[config.mk]
export PLATFORM = sky130hd
export DESIGN_NAME = aliquot_sum_classifier_unit
export DESIGN_NICKNAME = d
export VERILOG_FILES = /design/src/rtl/core/ascu_pkg.sv /design/src/rtl/core/ascu_divider.sv /design/src/rtl/core/ascu_seq.sv /design/src/rtl/core/aliquot_sum_classifier_unit.sv
export VERILOG_INCLUDE_DIRS = /design/src /design/src/rtl/core
export SDC_FILE = /design/constraint.sdc
export NUM_CORES = 1
export LEC_CHECK = 0
export BUFFER_PORTS_ARGS = -buffer_cell sky130_fd_sc_hd__buf_2
export CAP_MARGIN = 20
export CORE_MARGIN = 2
export CORE_UTILIZATION = 55
export CTS_CLUSTER_DIAMETER = 30
export DETAILED_ROUTE_END_ITERATION = 12
export PLACE_DENSITY = 0.74
export SLEW_MARGIN = 10
export SYNTH_ARGS = -nofsm -noshare
export SYNTH_HDL_FRONTEND = slang
export SYNTH_SLANG_ARGS = --single-unit
[constraint.sdc]
create_clock -name aclk -period 4.9 [get_ports aclk]
set_clock_uncertainty 0.05 [all_clocks]
set_input_delay 0.245 -clock aclk [delete_from_list [all_inputs] [get_ports aclk]]
set_output_delay 0.245 -clock aclk [all_outputs]
set_load 0.03 [all_outputs]
[src/rtl/core/assert_macros.svh]
// Assertion macros used by the top level of the aliquot sum classifier.
`ifndef ASSERT_MACROS_SVH
`define ASSERT_MACROS_SVH

// Antecedent in a cycle implies the consequent in the same cycle.
`define ASC_ASSERT_SAME(lbl, clk, rstn, ante, cons) \
    lbl: assert property (@(posedge clk) disable iff (!(rstn)) (ante) |-> (cons)) \
        else $error("assertion failed: same-cycle implication");

// Antecedent in a cycle implies the consequent in the next cycle.
`define ASC_ASSERT_NEXT(lbl, clk, rstn, ante, cons) \
    lbl: assert property (@(posedge clk) disable iff (!(rstn)) (ante) |=> (cons)) \
        else $error("assertion failed: next-cycle implication");

`endif

[src/rtl/core/ascu_pkg.sv]
// Types and constants of the aliquot sum classifier.
`timescale 1ns / 1ps
`default_nettype none

package ascu_pkg;

    localparam int NUM_OUT_W = 16;
    localparam int SUM_OUT_W = 18;
    localparam int KIND_W    = 2;

    localparam logic [SUM_OUT_W-1:0] SUM_MAX = 18'd262143;

    typedef enum logic [KIND_W-1:0] {
        KIND_DEFICIENT = 2'd0,
        KIND_PERFECT   = 2'd1,
        KIND_ABUNDANT  = 2'd2
    } kind_t;

    typedef enum logic [3:0] {
        ST_IDLE  = 4'b0001,
        ST_START = 4'b0010,
        ST_WAIT  = 4'b0100,
        ST_DONE  = 4'b1000
    } seq_state_t;

endpackage

`default_nettype wire

[src/rtl/core/ascu_divider.sv]
// Iterative restoring divider, one quotient bit per cycle.
`timescale 1ns / 1ps
`default_nettype none

module ascu_divider #(
    parameter int W = 16
) (
    input  wire logic         aclk,
    input  wire logic         aresetn,
    input  wire logic         start,
    input  wire logic [W-1:0] dividend,
    input  wire logic [W-1:0] divisor,
    output logic              done,
    output logic [W-1:0]      quotient,
    output logic [W-1:0]      remainder
);

    localparam int CNT_W = $clog2(W);

    logic             busy_reg, busy_next;
    logic             done_reg, done_next;
    logic [CNT_W-1:0] cnt_reg, cnt_next;
    logic [W-1:0]     rem_reg, rem_next;
    logic [W-1:0]     quo_reg, quo_next;
    logic [W:0]       trial;
    logic [W:0]       diff;

    assign trial = {rem_reg, quo_reg[W-1]};
    assign diff  = trial - {1'b0, divisor};

    always_comb begin
        busy_next = busy_reg;
        done_next = 1'b0;
        cnt_next  = cnt_reg;
        rem_next  = rem_reg;
        quo_next  = quo_reg;
        if (start) begin
            busy_next = 1'b1;
            cnt_next  = CNT_W'(W - 1);
            rem_next  = '0;
            quo_next  = dividend;
        end else if (busy_reg) begin
            // The remainder stays below the divisor, so it always fits in W bits.
            if (!diff[W]) begin
                rem_next = diff[W-1:0];
                quo_next = {quo_reg[W-2:0], 1'b1};
            end else begin
                rem_next = trial[W-1:0];
                quo_next = {quo_reg[W-2:0], 1'b0};
            end
            cnt_next = cnt_reg - 1'b1;
            if (cnt_reg == '0) begin
                busy_next = 1'b0;
                done_next = 1'b1;
            end
        end
    end

    always_ff @(posedge aclk) begin
        if (!aresetn) begin
            busy_reg <= 1'b0;
            done_reg <= 1'b0;
            cnt_reg  <= '0;
        end else begin
            busy_reg <= busy_next;
            done_reg <= done_next;
            cnt_reg  <= cnt_next;
        end
        rem_reg <= rem_next;
        quo_reg <= quo_next;
    end

    assign done      = done_reg;
    assign quotient  = quo_reg;
    assign remainder = rem_reg;

endmodule

`default_nettype wire

[src/rtl/core/ascu_seq.sv]
// Sequencer that walks trial divisors and accumulates divisor pairs.
`timescale 1ns / 1ps
`default_nettype none

module ascu_seq
    import ascu_pkg::*;
#(
    parameter int NUM_WIDTH = 16
) (
    input  wire logic                   aclk,
    input  wire logic                   aresetn,
    input  wire logic                   s_valid,
    output logic                        s_ready,
    input  wire logic [NUM_OUT_W-1:0]   s_number,
    output logic                        res_valid,
    input  wire logic                   res_ready,
    output logic [NUM_WIDTH-1:0]        res_num,
    output logic [NUM_WIDTH+2:0]        res_sum
);

    localparam int SUM_W = NUM_WIDTH + 3;

    seq_state_t           state_reg, state_next;
    logic [NUM_WIDTH-1:0] n_reg, n_next;
    logic [NUM_WIDTH-1:0] d_reg, d_next;
    logic [SUM_W-1:0]     sum_reg, sum_next;
    logic [NUM_WIDTH-1:0] n_in;
    logic                 div_start;
    logic                 div_done;
    logic [NUM_WIDTH-1:0] div_quo;
    logic [NUM_WIDTH-1:0] div_rem;
    logic [SUM_W-1:0]     pair_add;

    assign n_in = NUM_WIDTH'(s_number);

    // A divisor equal to its cofactor (a square root) is counted once.
    assign pair_add = SUM_W'(d_reg) + ((div_quo != d_reg) ? SUM_W'(div_quo) : '0);

    always_comb begin
        state_next = state_reg;
        n_next     = n_reg;
        d_next     = d_reg;
        sum_next   = sum_reg;
        div_start  = 1'b0;
        case (state_reg)
            ST_IDLE: begin
                if (s_valid) begin
                    n_next = n_in;
                    d_next = NUM_WIDTH'(2);
                    if (n_in < NUM_WIDTH'(4)) begin
                        sum_next   = (n_in == NUM_WIDTH'(1)) ? '0 : SUM_W'(1);
                        state_next = ST_DONE;
                    end else begin
                        sum_next   = SUM_W'(1);
                        state_next = ST_START;
                    end
                end
            end
            ST_START: begin
                div_start  = 1'b1;
                state_next = ST_WAIT;
            end
            ST_WAIT: begin
                if (div_done) begin
                    // n / d below d means d * d exceeds n: the search is over.
                    if (div_quo < d_reg) begin
                        state_next = ST_DONE;
                    end else begin
                        if (div_rem == '0) begin
                            sum_next = sum_reg + pair_add;
                        end
                        d_next     = d_reg + 1'b1;
                        state_next = ST_START;
                    end
                end
            end
            ST_DONE: begin
                if (res_ready) begin
                    state_next = ST_IDLE;
                end
            end
            default: begin
                state_next = ST_IDLE;
            end
        endcase
    end

    always_ff @(posedge aclk) begin
        if (!aresetn) begin
            state_reg <= ST_IDLE;
        end else begin
            state_reg <= state_next;
        end
        n_reg   <= n_next;
        d_reg   <= d_next;
        sum_reg <= sum_next;
    end

    ascu_divider #(
        .W(NUM_WIDTH)
    ) u_divider (
        .aclk      (aclk),
        .aresetn   (aresetn),
        .start     (div_start),
        .dividend  (n_reg),
        .divisor   (d_reg),
        .done      (div_done),
        .quotient  (div_quo),
        .remainder (div_rem)
    );

    assign s_ready   = (state_reg == ST_IDLE);
    assign res_valid = (state_reg == ST_DONE);
    assign res_num   = n_reg;
    assign res_sum   = sum_reg;

endmodule

`default_nettype wire

[src/rtl/core/aliquot_sum_classifier_unit.sv]
// Top level of the aliquot sum classifier: sequencer, classification and result register.
//
//  channel  direction  ports                                         transfer when
//  s_       in         s_valid s_ready s_number                      s_valid & s_ready
//  m_       out        m_valid m_ready m_number_echo m_divisor_sum   m_valid & m_ready
//                      m_kind
//
// One number at a time. Each trial divisor d (from 2 up to the first d with d * d > n)
// is tried in turn on the shared restoring divider; inputs below four skip the divider.
// Reset is synchronous and clears the control state only. A stalled result sits in the
// output register while the next number is already accepted and worked on.
`timescale 1ns / 1ps
`default_nettype none
`include "assert_macros.svh"

module aliquot_sum_classifier_unit
    import ascu_pkg::*;
#(
    parameter int NUM_WIDTH = 16
) (
    input  wire logic                  aclk,
    input  wire logic                  aresetn,
    input  wire logic                  s_valid,
    output logic                       s_ready,
    input  wire logic [NUM_OUT_W-1:0]  s_number,
    output logic                       m_valid,
    input  wire logic                  m_ready,
    output logic [NUM_OUT_W-1:0]       m_number_echo,
    output logic [SUM_OUT_W-1:0]       m_divisor_sum,
    output logic [KIND_W-1:0]          m_kind
);

    localparam int SUM_W = NUM_WIDTH + 3;
    localparam int CMP_W = (SUM_W > SUM_OUT_W) ? SUM_W : SUM_OUT_W;

    logic                 res_valid;
    logic                 res_ready;
    logic [NUM_WIDTH-1:0] res_num;
    logic [SUM_W-1:0]     res_sum;
    logic [SUM_W-1:0]     num_wide;
    kind_t                kind;
    logic [SUM_OUT_W-1:0] sum_sat;

    logic                 m_valid_reg, m_valid_next;
    logic [NUM_OUT_W-1:0] echo_reg, echo_next;
    logic [SUM_OUT_W-1:0] sum_reg, sum_next;
    kind_t                kind_reg, kind_next;

    ascu_seq #(
        .NUM_WIDTH(NUM_WIDTH)
    ) u_seq (
        .aclk      (aclk),
        .aresetn   (aresetn),
        .s_valid   (s_valid),
        .s_ready   (s_ready),
        .s_number  (s_number),
        .res_valid (res_valid),
        .res_ready (res_ready),
        .res_num   (res_num),
        .res_sum   (res_sum)
    );

    // The class is decided on the full sum, before saturation.
    assign num_wide = SUM_W'(res_num);

    always_comb begin
        if (res_sum < num_wide) begin
            kind = KIND_DEFICIENT;
        end else if (res_sum == num_wide) begin
            kind = KIND_PERFECT;
        end else begin
            kind = KIND_ABUNDANT;
        end
    end

    assign sum_sat = (CMP_W'(res_sum) > CMP_W'(SUM_MAX)) ? SUM_MAX : SUM_OUT_W'(res_sum);

    assign res_ready = !m_valid_reg || m_ready;

    always_comb begin
        m_valid_next = m_valid_reg;
        echo_next    = echo_reg;
        sum_next     = sum_reg;
        kind_next    = kind_reg;
        if (res_valid && res_ready) begin
            m_valid_next = 1'b1;
            echo_next    = NUM_OUT_W'(res_num);
            sum_next     = sum_sat;
            kind_next    = kind;
        end else if (m_ready) begin
            m_valid_next = 1'b0;
        end
    end

    always_ff @(posedge aclk) begin
        if (!aresetn) begin
            m_valid_reg <= 1'b0;
        end else begin
            m_valid_reg <= m_valid_next;
        end
        echo_reg <= echo_next;
        sum_reg  <= sum_next;
        kind_reg <= kind_next;
    end

    assign m_valid       = m_valid_reg;
    assign m_number_echo = echo_reg;
    assign m_divisor_sum = sum_reg;
    assign m_kind        = kind_reg;

    // A perfect number's divisor sum is the number itself.
    `ASC_ASSERT_SAME(a_perfect_sum, aclk, aresetn,
        m_valid && (m_kind == KIND_PERFECT), m_divisor_sum == SUM_OUT_W'(m_number_echo))
    // The number one has no proper divisors.
    `ASC_ASSERT_SAME(a_one_zero_sum, aclk, aresetn,
        m_valid && (m_number_echo == NUM_OUT_W'(1)), m_divisor_sum == '0)
    // After a transfer in, the block is busy until the sum is done.
    `ASC_ASSERT_NEXT(a_busy_after_transfer, aclk, aresetn, s_valid && s_ready, !s_ready)

endmodule

`default_nettype wire
==> summary.md <==
| Metric | Value |
|---|---|
| Status | complete, no violations |
| Inserted Diodes | 0 |
| Yosys top cell by area | edfxtp_1 |
| Cell Pwr Density | 442 nW/um2 |
| P&R area growth vs syn | 15.8% |
| Antenna Nets Post-Route | 0 |
| Combinational fraction of design power | 33.7% |
| Min-delay worst type | input port to register |
| Max VDD drop | 0.000430 V |
| HPWL Detailed | 14.2 mm |
| Most common cell in the netlist | edfxtp_1 |
| CTS tree | built |
| Synth Instances | 748 |
| Arrival @ worst endpoint | 4.56 ns |
| RePlAce Congestion | 0.881 |
| Dominant synthesized flop cell | edfxtp_1 |
| Psw | 0.00136 W |
| Final WS setup | 0.453 ns |
| Longest Clk Path Bufs | 2 |
| Post-synth cell types | 59 |
| Final core occ | 65.4% |
| Hold endpoint | u_seq.state_reg[0] |
| Synth top area share | 39.3% |
| IO Port Bufs | 57 |
| RSZ-0062 raised after global routing | false |
| Total vias in the final route | 5942 |
| Nets | 932 |
| Clk slew on worst S/H paths | 0.06 ns |
| WL/cell | 18.8 um |
| Reg power frac | 35.5% |
| DRC viols | 0 |
| 1st-iter DRT viols | 427 |
| Worst setup SP type | register |
| CTS buffer count | 17 |
| Post-CTS Setup Bufs | 0 |
| Largest register FFs | 19 |
| Routed WL | 19.2 mm |
| Drt pass-1 iters | 5 |
| Proportion of layout cells with a drive suffix above 1 | 14.9% |
| Max cap viols | 0 |
| Share of power burned in the clock network | 30.8% |
| Worst r2r src | u_seq.d_reg[12] |
| Clock latency on the worst-skew pair | 0.42 ns |
| Fin crit share | 90.8% |
| Core ar. | 13900 um2 |
| Initial antenna violation count | 0 |
| Post-synth ARST share | 0% |
| Reg2Reg Setup Slack | 0.45 ns |
| Post-synth EDFFs | 103 |
| Minimum clock period | 4.45 ns |
| GR Util All Layers | 27.0% |
| Proportion of synthesized chip area in sequential cells | 46.2% |
| Chip height | 124 um |
| # IOs | 58 |
| Yosys reg bits | 130 |
| Total grt overflow | 0 |
| CTS root buf | clkbuf_16 |
| R2R cell count | 16 |
| Crit. End Element | register |
| Vias in the first global route | 6076 |
| Hold slack | 0.0573 ns |
| CP required | 5.01 ns |
| Largest net degree at the start of global routing | 49 |
| Top achievable clock speed | 0.225 GHz |
| Final Hold Fails | 0 |
| First-pass GRT wire length | 30.6 mm |
| Crit Reg-Reg Endpoint | u_seq.res_sum[18] |
| CP Class | register to register |
| Pre-CTS setup slack | 0.562 ns |
| Ys Warns | 0 |
| Setup-failing EPs final | 0 |
| Core Rows | 43 |
| Starting Density | 56.5% |
| Worst-Margin Slew | 1.05 ns |
| Syn Nets | 852 |
| Setup crit start | u_seq.d_reg[12] |
| Die width | 124 um |
| Die area | 15300 um2 |
| Switching share of power | 33.7% |
| Clk sink count | 130 |
| Top cells by area, synth | edfxtp_1, ha_1, dfxtp_1 |
| Vias per cell | 5.82 |
| Most frequent cells after synthesis | edfxtp_1, inv_1, ha_1 |
| Slew Viols, Final | 0 |
| Hold path cells | 2 |
| Launch point of the worst hold path | aresetn |
| Leakage power | 3.89 nW |
| Mean post-synth cell area | 10.5 um2 |
| Total negative slack | 0 ns |
| Cell Area, Synth | 7870 um2 |
| P_int | 0.00267 W |
| Max-slew headroom | 30.0% |
| H-tree depth | 4 |
| CP max FO | 11 |
-- power groups by stage --
stage / registers, W / clock network [W] / logic [W]
finish: 0.00143 / 0.00124 / 0.00136
global route: 0.00144 / 0.00129 / 0.00150
CTS: 0.00142 / 0.00125 / 0.00134
detailed placement: 0.00145 / 0 / 0.00132
global placement: 0.00145 / 0 / 0.00129
floorplan: 0.00139 / 0 / 0.00110
-- area by class of cell --
cell class | instances | area (um2)
Sequential cell | 130 | 3630
Clock inverter | 15 | 156
Fill cell | 1100 | 4820
Clock buffer | 17 | 425
Timing Repair Buffer | 80 | 498
Inverter | 67 | 251
Tap cell | 180 | 225
Multi-Input combinational cell | 532 | 3920
-- per-stage QoR --
stage,instances,area [um2],power [W]
3_5_place_dp,973,8370,0.00277
3_3_place_gp,973,8370,0.00274
6_report,1021,9110,0.00403
4_1_cts,1021,9110,0.00402
2_1_floorplan,748,7870,0.00249
5_1_grt,1021,9110,0.00423
-- per-layer routing --
layer / vias to the layer above / GRT usage [%] / routed length (um)
li1: 2842 / - / -
met2: 196 / 44.7 / 9170
met3: 61 / 4.67 / 906
met5: - / 0 / 0
met1: 2843 / 33.7 / 8260
met4: 0 / 14.6 / 846
-- timing repair --
action                                 in CTS  in global routing
endpoints found under the hold margin      16                  0
gates resized for setup                     0                  0
hold buffers                               16                  0
-- layout by cell type (no fill, tap or decap), types with 10 or more instances in the layout --
cell type | netlist | routed
clkbuf_16 | 0 | 17
nand4_1 | 13 | 13
dlygate4sd3_1 | 0 | 16
edfxtp_1 | 103 | 103
dfxtp_1 | 27 | 27
nand2_1 | 56 | 56
or2_2 | 19 | 19
a21oi_1 | 35 | 35
nor4_1 | 10 | 10
o21ai_0 | 47 | 47
xnor2_1 | 34 | 34
nor2_1 | 56 | 56
nand3_1 | 15 | 15
inv_1 | 67 | 67
nor2b_1 | 21 | 20
a21o_1 | 26 | 26
buf_2 | 0 | 57
mux2i_1 | 10 | 10
ha_1 | 66 | 66
fa_1 | 18 | 18
-- kinds of logic after synthesis --
group	synth area share [%]
adders and majority gates	15.1
buffers and inverters	4.25
muxes	1.70
DFF	46.2
and+or+nand+nor	14.7
AOI/OAI and AO/OA	13.5
xor gates and xnor gates	4.56
-- how the worst max path moves through the flow --
stage                   endpoint  cells past startpoint  slack, ns
3_5_place_dp   u_seq.res_sum[18]                     16       0.56
6_report       u_seq.res_sum[18]                     16       0.45
2_1_floorplan   u_seq.res_sum[0]                      4       0.16
4_1_cts        u_seq.res_sum[18]                     16       0.49
3_3_place_gp   u_seq.res_sum[18]                     16       0.70
5_1_grt        u_seq.res_sum[17]                     18       0.26
-- worst max-delay path, stage by stage (launching register included) --
cell and delay [ns]:
edfxtp_1 0.43, inv_1 0.16, ha_1 0.31, nand4_1 0.15, nor4_1 0.30, buf_4 0.23
nor2b_1 0.08, fa_1 0.43, ha_1 0.39, a21o_1 0.20, a21o_1 0.19, a211o_1 0.29
a31oi_1 0.22, o221ai_1 0.21, o21ai_0 0.30, xor2_1 0.19, nor2_1 0.06
No activity file was read; power rests on OpenSTA's default activity.
